[src/hdl/bbhd_pkg.sv]
// Shared constants and types for the beam-break hysteresis detector.
package bbhd_pkg;

   localparam int unsigned TIME_W    = 32;
   localparam int unsigned RAW_W     = 16;
   localparam int unsigned LEVEL_W   = 12;
   localparam int unsigned RELEASE_W = 13;
   localparam int unsigned CSR_IDX_W = 1;

   localparam logic [TIME_W-1:0]    SAMPLE_INTERVAL_US = 32'd1000;
   localparam logic [LEVEL_W-1:0]   FALLBACK_BREAK     = 12'd1500;
   localparam logic [RELEASE_W-1:0] FALLBACK_RELEASE  = 13'd1800;
   localparam logic [LEVEL_W-1:0]   LEVEL_MAX          = 12'd4095;

   typedef enum logic [CSR_IDX_W-1:0] {
      CSR_AMBIENT_LEVEL = 1'b0,
      CSR_TRIGGER_DELTA = 1'b1
   } csr_index_type;

   typedef struct packed {
      logic [LEVEL_W-1:0]   break_level;
      logic [RELEASE_W-1:0] release_level;
   } thr_type;

   typedef struct packed {
      logic                 sample_taken;
      logic                 beam_broken;
      logic                 state_changed;
      logic [LEVEL_W-1:0]   last_level;
      logic [LEVEL_W-1:0]   break_level;
      logic [RELEASE_W-1:0] release_level;
   } result_type;

endpackage

[src/hdl/bbhd_thresholds.sv]
// Break and release thresholds derived from the calibration registers.
module bbhd_thresholds (
   input  logic [bbhd_pkg::LEVEL_W-1:0] ambient_level,
   input  logic [bbhd_pkg::LEVEL_W-1:0] trigger_delta,
   output bbhd_pkg::thr_type            thr
);

   logic                              calibrated;
   logic [bbhd_pkg::LEVEL_W-1:0]      cal_break;
   logic [bbhd_pkg::RELEASE_W-1:0]    cal_break_ext;
   logic [bbhd_pkg::RELEASE_W-1:0]    cal_sum;
   logic [bbhd_pkg::RELEASE_W-1:0]    cal_raised;
   logic [bbhd_pkg::RELEASE_W-1:0]    ambient_ext;

   always_comb begin
      calibrated    = (ambient_level != '0) && (trigger_delta != '0) &&
                      (ambient_level >= trigger_delta);
      cal_break     = ambient_level - trigger_delta;
      cal_break_ext = {1'b0, cal_break};
      ambient_ext   = {1'b0, ambient_level};
      cal_sum       = cal_break_ext + {2'b00, trigger_delta[bbhd_pkg::LEVEL_W-1:1]};
      // A delta of one gives no hysteresis, so release is pushed one step above break.
      cal_raised    = (cal_sum <= cal_break_ext) ? cal_break_ext + 13'd1 : cal_sum;
      if (calibrated) begin
         thr.break_level   = cal_break;
         thr.release_level = (cal_raised > ambient_ext) ? ambient_ext : cal_raised;
      end else begin
         thr.break_level   = bbhd_pkg::FALLBACK_BREAK;
         thr.release_level = bbhd_pkg::FALLBACK_RELEASE;
      end
   end

endmodule

[src/hdl/bbhd_eval.sv]
// Sample gating, saturation and hysteresis state for one word per cycle.
module bbhd_eval (
   input  logic                          clock,
   input  logic                          reset,
   input  logic                          advance,
   input  logic [bbhd_pkg::TIME_W-1:0]   time_us,
   input  logic [bbhd_pkg::RAW_W-1:0]    light_sample,
   input  bbhd_pkg::thr_type             thr,
   output bbhd_pkg::result_type          result
);

   logic [bbhd_pkg::TIME_W-1:0]  last_take_ff, last_take_in;
   logic [bbhd_pkg::LEVEL_W-1:0] held_level_ff, held_level_in;
   logic                         broken_ff, broken_in;

   logic [bbhd_pkg::TIME_W-1:0]  elapsed;
   logic                         taken;
   logic [bbhd_pkg::LEVEL_W-1:0] level;
   logic                         next_broken;

   always_comb begin
      // Wrapping subtraction keeps the interval check correct across timer rollover.
      elapsed = time_us - last_take_ff;
      taken   = elapsed >= bbhd_pkg::SAMPLE_INTERVAL_US;
      level   = (light_sample[bbhd_pkg::RAW_W-1:bbhd_pkg::LEVEL_W] != '0) ?
                bbhd_pkg::LEVEL_MAX : light_sample[bbhd_pkg::LEVEL_W-1:0];

      if (!broken_ff) begin
         next_broken = level <= thr.break_level;
      end else begin
         next_broken = !({1'b0, level} >= thr.release_level);
      end

      last_take_in  = last_take_ff;
      held_level_in = held_level_ff;
      broken_in     = broken_ff;
      if (advance && taken) begin
         last_take_in  = time_us;
         held_level_in = level;
         broken_in     = next_broken;
      end

      result.sample_taken  = taken;
      result.beam_broken   = taken ? next_broken : broken_ff;
      result.state_changed = taken && (next_broken != broken_ff);
      result.last_level    = taken ? level : held_level_ff;
      result.break_level   = thr.break_level;
      result.release_level = thr.release_level;
   end

   always_ff @(posedge clock) begin
      if (reset) begin
         last_take_ff  <= '0;
         held_level_ff <= '0;
         broken_ff     <= 1'b0;
      end else begin
         last_take_ff  <= last_take_in;
         held_level_ff <= held_level_in;
         broken_ff     <= broken_in;
      end
   end

endmodule

[src/hdl/beam_break_hysteresis_detector.sv]
// Top level of the beam-break hysteresis detector: input register, evaluation, result register.
// Every accepted word yields exactly one result word, via the input register and then the result
// register; a new word can be accepted in every cycle, with one input register and one result
// register in the path, so the throughput is one word per cycle while rsp_ready stays high. The
// configuration port is always ready and should be written only while no word is in flight.
module beam_break_hysteresis_detector (
   input  logic                             clock,
   input  logic                             reset,

   input  logic                             csr_valid,
   output logic                             csr_ready,
   input  logic [bbhd_pkg::CSR_IDX_W-1:0]   csr_index,
   input  logic [bbhd_pkg::LEVEL_W-1:0]     csr_data,

   input  logic                             req_valid,
   output logic                             req_ready,
   input  logic [bbhd_pkg::TIME_W-1:0]      req_time_us,
   input  logic [bbhd_pkg::RAW_W-1:0]       req_light_sample,

   output logic                             rsp_valid,
   input  logic                             rsp_ready,
   output logic                             rsp_sample_taken,
   output logic                             rsp_beam_broken,
   output logic                             rsp_state_changed,
   output logic [bbhd_pkg::LEVEL_W-1:0]     rsp_last_level,
   output logic [bbhd_pkg::LEVEL_W-1:0]     rsp_break_level,
   output logic [bbhd_pkg::RELEASE_W-1:0]   rsp_release_level
);

   logic [bbhd_pkg::LEVEL_W-1:0] ambient_ff, ambient_in;
   logic [bbhd_pkg::LEVEL_W-1:0] delta_ff, delta_in;

   logic                         in_valid_ff, in_valid_in;
   logic [bbhd_pkg::TIME_W-1:0]  in_time_ff, in_time_in;
   logic [bbhd_pkg::RAW_W-1:0]   in_sample_ff, in_sample_in;

   logic                         out_valid_ff, out_valid_in;
   bbhd_pkg::result_type         out_ff, out_in;

   bbhd_pkg::thr_type            thr;
   bbhd_pkg::result_type         result;
   logic                         advance;

   bbhd_thresholds u_thresholds (
      .ambient_level (ambient_ff),
      .trigger_delta (delta_ff),
      .thr           (thr)
   );

   bbhd_eval u_eval (
      .clock        (clock),
      .reset        (reset),
      .advance      (advance),
      .time_us      (in_time_ff),
      .light_sample (in_sample_ff),
      .thr          (thr),
      .result       (result)
   );

   always_comb begin
      csr_ready = 1'b1;
      ambient_in = ambient_ff;
      delta_in   = delta_ff;
      if (csr_valid) begin
         unique case (bbhd_pkg::csr_index_type'(csr_index))
            bbhd_pkg::CSR_AMBIENT_LEVEL: ambient_in = csr_data;
            bbhd_pkg::CSR_TRIGGER_DELTA: delta_in   = csr_data;
            default: ;
         endcase
      end

      // The held word moves on whenever the result register is free or being emptied.
      advance   = in_valid_ff && (!out_valid_ff || rsp_ready);
      req_ready = !in_valid_ff || advance;

      in_valid_in  = in_valid_ff;
      in_time_in   = in_time_ff;
      in_sample_in = in_sample_ff;
      if (req_ready) begin
         in_valid_in  = req_valid;
         in_time_in   = req_time_us;
         in_sample_in = req_light_sample;
      end

      out_valid_in = out_valid_ff;
      out_in       = out_ff;
      if (advance) begin
         out_valid_in = 1'b1;
         out_in       = result;
      end else if (rsp_ready) begin
         out_valid_in = 1'b0;
      end
   end

   always_ff @(posedge clock) begin
      if (reset) begin
         ambient_ff   <= '0;
         delta_ff     <= '0;
         in_valid_ff  <= 1'b0;
         out_valid_ff <= 1'b0;
      end else begin
         ambient_ff   <= ambient_in;
         delta_ff     <= delta_in;
         in_valid_ff  <= in_valid_in;
         out_valid_ff <= out_valid_in;
      end
   end

   always_ff @(posedge clock) begin
      in_time_ff   <= in_time_in;
      in_sample_ff <= in_sample_in;
      out_ff       <= out_in;
   end

   assign rsp_valid         = out_valid_ff;
   assign rsp_sample_taken  = out_ff.sample_taken;
   assign rsp_beam_broken   = out_ff.beam_broken;
   assign rsp_state_changed = out_ff.state_changed;
   assign rsp_last_level    = out_ff.last_level;
   assign rsp_break_level   = out_ff.break_level;
   assign rsp_release_level = out_ff.release_level;

endmodule

[config.mk]
export PLATFORM = sky130hd
export DESIGN_NAME = beam_break_hysteresis_detector
export DESIGN_NICKNAME = d
export VERILOG_FILES = /design/src/hdl/bbhd_pkg.sv /design/src/hdl/bbhd_thresholds.sv /design/src/hdl/bbhd_eval.sv /design/src/hdl/beam_break_hysteresis_detector.sv
export SDC_FILE = /design/constraint.sdc
export NUM_CORES = 1
export LEC_CHECK = 0
export BUFFER_PORTS_ARGS = -buffer_cell sky130_fd_sc_hd__buf_4
export CAP_MARGIN = 10
export CORE_UTILIZATION = 60
export DETAILED_ROUTE_END_ITERATION = 12
export HOLD_SLACK_MARGIN = 0.15
export PLACE_DENSITY = 0.8
export SKIP_CTS_REPAIR_TIMING = 1
export SLEW_MARGIN = 20
export SYNTH_ARGS = -nofsm -noshare
export SYNTH_HDL_FRONTEND = slang
export SYNTH_HIERARCHICAL = 1
export SYNTH_SLANG_ARGS = --single-unit
[constraint.sdc]
create_clock -name clock -period 23.8 [get_ports clock]
set_input_delay 2.38 -clock clock [delete_from_list [all_inputs] [get_ports clock]]
set_output_delay 2.38 -clock clock [all_outputs]
set_load 0.01 [all_outputs]
==> impl_results.md <==
* Most used cell, CP: ha_1
* Status: complete, no violations
* Hold Vio Cnt, Final at 0
* Post-route minimum period at 9.34 ns
* Skew-Pair Late Insertion Delay at 0.44 ns
* Pin count of the biggest net entering global routing at 103
* Synth cell types at 99
* Sequential fraction of the synthesis area at 0.317
* ANT nets after route at 0
* EDFF count, synth at 88
* Yosys top cell by area: edfxtp_1
* Slowest cell delay on critical path at 0.46 ns
* Cell depth of the worst flop-to-flop path at 43
* Synth Register Bits at 159
* Via-to-Cell Ratio at 6.32
* Vias in the first global route at 10700
* Layout area overhead at 9.45%
* Origin of the critical flop-to-flop path: delta_ff[2]$_SDFFE_PP0P_
* Max-slew violation count at 0
* Initial antenna violation count at 0
* WP data arrival at 9.66 ns
* Synth Instances at around 1500
* Layout cells sized above 1 at 0.136
* Largest family of logic cells by synthesized area: simple AND/OR/NAND/NOR gates
* Worst vdd ir at 0.0541 mV
* Max Cap Viol at 0
* Hold Startpoint: in_valid_ff$_SDFFE_PP0P_
* Num Clock Sinks at 159
* Core Rows at 53
* Die height at about 150 microns
* Per-cell routed wire length at 18.9 microns
* CP Class: flip-flop to flip-flop
* CP endpoint kind: flip-flop
* Crit path required time at 24.11 ns
* GPL Wtd Cong at just under 1
* Synthesized area at 0.0128 sq mm
* Ports at roughly 110
* Fraction of synthesized area in multiplexers at 0.0539
* Ys Warns at 6
* Synth Flop Type: edfxtp_1
* Antenna cell count at 0
* Hold Path Stages at 2
* RSZ-0062 raised after global routing: no
* Die area at 0.0220 sq mm
* Initial Util at 0.611
* Via count at 11400
* Hold Path Class: flip-flop to flip-flop
* P per Cell Area at between 70 and 80 mW/mm^2
* Ys async rst share at 0
* DP Wirelength at 24800 microns
* Root Driver: clkbuf_16
* Die Wd at 148 microns
* Syn Area/Cell at ~8.7 sq um
* CORE AREA at 0.0210 sq mm
* Hold endpoint: rsp_valid$_SDFFE_PP0P_
* CTS tree: built
* Final Skew at 0.0111 ns
* Slew margin rel. at 0.296
* Simple-gate share of the synthesized area at 0.215
* Worst R2R Setup Slack at 14.46 ns
* Slew of the pin with the lowest slew margin at 1.05 ns
* Crit path launch type: flip-flop
* # DRC at 0
* # port buffers at 107
* Post-synth top area share at 0.206
* Global route total overflow at 0
* Leak pwr at 5.56 nW
* H-tree Lvls at 4
* Post-synthesis compound-gate area fraction at 0.201
* Dpl cell area at between 0.01 and 0.015 sq mm
* Setup_tns at 0 ns
* DRT Pass-1 Iters at 6
* Tcrit/Tclk final at 0.393
* Initial DRC Count at approximately 1100
* Clk pin slew, worst setup/hold paths at about 0.080 ns
* Clock Path Buffers at 2
* Crit-path max FO at 15
* Final #Nets at ~1700
* Achievable Freq at 107 MHz
* Post-Synth Adder-Cell Area at 0.105
* Reg2reg end: rsp_beam_broken$_DFFE_PP_
* Total GRT Usage at 0.310
* Finished Cell Area at 0.0140 sq mm
* Final setup viols at 0
* WL final at 34100 microns
* Slowest CP cell: a2111o_1
* First-pass GRT wire length at about 54000 microns
* XOR/XNOR Fraction of Synth Area at 0.0238
* Syn Nets at between 1500 and 2000
* Area contributors post-synth: edfxtp_1, dfxtp_1, ha_1
* Total CTS buffers at 17
## worst max-delay path by stage
stage / startpoint / end / slack [ns] / cells past startpoint
2_1_floorplan: ambient_ff[0]$_SDFFE_PP0P_ / rsp_beam_broken$_DFFE_PP_ / 15.30 / 43
3_3_place_gp: ambient_ff[0]$_SDFFE_PP0P_ / rsp_beam_broken$_DFFE_PP_ / 14.86 / 43
3_5_place_dp: ambient_ff[0]$_SDFFE_PP0P_ / rsp_beam_broken$_DFFE_PP_ / 14.61 / 43
4_1_cts: ambient_ff[0]$_SDFFE_PP0P_ / rsp_beam_broken$_DFFE_PP_ / 14.56 / 43
5_1_grt: delta_ff[2]$_SDFFE_PP0P_ / u_eval/broken_ff$_SDFFE_PP0P_ / 13.83 / 44
6_report: delta_ff[2]$_SDFFE_PP0P_ / rsp_beam_broken$_DFFE_PP_ / 14.46 / 43
## logic make-up after synthesis
group	Yosys count
and+or+nand+nor	515
AOI/OAI and AO/OA	371
buffers and inverters	229
DFF	159
adders and majority gates	106
muxes	66
xor gates and xnor gates	34
other	2
## routing by layer
layer / track usage / part of all wire / vias up
met4: 0.0969 / 0.022 / 0
met1: 0.438 / 0.46 / 5357
li1: - / - / 5445
met3: 0.0433 / 0.068 / 66
met2: 0.489 / 0.45 / 488
met5: 0 / 0 / -
## cell usage after synthesis, types with 5 or more instances
cell type	n
inv_1	120
nand2_1	110
ha_1	103
a21oi_1	102
nor2_1	90
edfxtp_1	88
dfxtp_1	71
nand2b_1	65
o21ai_0	60
nor3_1	52
or3_1	49
clkbuf_1	47
o211ai_1	45
mux2i_1	41
buf_4	37
a21o_1	33
nand3_1	24
nand4_1	24
nor4_1	24
xnor2_1	24
mux2_2	16
buf_2	15
o21a_1	15
o32ai_1	12
a211oi_1	11
nor2b_1	11
and2_1	10
buf_6	9
mux2_1	9
xor2_1	9
a211o_1	8
and3_1	8
and4_1	7
or2_2	7
o2111ai_1	5
## power breakdown
group | leakage, nW | total (W) | internal [W] | switching, W
combinational | 3.84 | 0.000493 | 0.000205 | 0.000288
clock | 0.289 | 0.000282 | 0.000143 | 0.000139
sequential | 1.42 | 0.000326 | 0.000314 | 0.0000125
## sequential cells by signal (all words and copies together) (netlist names)
register,cells
in_time_ff,32
u_eval/last_take_ff,32
in_sample_ff,16
rsp_release_level,13
ambient_ff,12
delta_ff,12
rsp_break_level,12
rsp_last_level,12
u_eval/held_level_ff,12
in_valid_ff,1
rsp_beam_broken,1
rsp_sample_taken,1
rsp_state_changed,1
rsp_valid,1
u_eval/broken_ff,1
## cell usage in the layout, fill, tap and decap left out, types with 9 or more instances in the layout
master / count
inv_1: 120
buf_4: 118
nand2_1: 110
ha_1: 103
a21oi_1: 102
nor2_1: 90
edfxtp_1: 88
dfxtp_1: 71
nand2b_1: 65
o21ai_0: 60
nor3_1: 52
or3_1: 49
o211ai_1: 45
mux2i_1: 41
a21o_1: 33
nand4_1: 24
nand3_1: 24
xnor2_1: 24
nor4_1: 23
clkbuf_16: 17
mux2_2: 16
o21a_1: 15
o32ai_1: 12
nor2b_1: 11
a211oi_1: 11
xor2_1: 9
mux2_1: 9
## final cells by class
type                       instances  area, sq um
fill                            1735         6970
inverter                         120          450
clock buffer                      17          425
sequential                       159         4060
timing repair buffer             118          886
tap                              275          344
multi-input combinational       1094         7700
clock inverter                    15          184
## through the flow
step           setup WS [ns]  hold slack (ns)  std cells  power [W]   util
2_1_floorplan          15.30            0.434       1482   0.000717      -
3_5_place_dp           14.61            0.468       1766   0.000810  0.639
4_1_cts                14.56            0.479       1798    0.00110  0.668
6_report               14.46            0.475       1798    0.00110  0.668
3_3_place_gp           14.86            0.453       1766   0.000801  0.639
5_1_grt                13.83            0.509       1798    0.00116  0.668
## critical path, delay by kind of cell, from the launching register on
family                   cells  cell delay (ns)
AO/OA/AOI/OAI               19             3.89
XOR/XNOR                     2             0.64
multiplexers                 3             0.86
adder cells (fa/ha/maj)      5             1.53
AND/OR/NAND/NOR              9             1.03
buffers and inverters        5             0.79
flip-flops                   1             0.43
No activity file was read; power rests on OpenSTA's default activity.
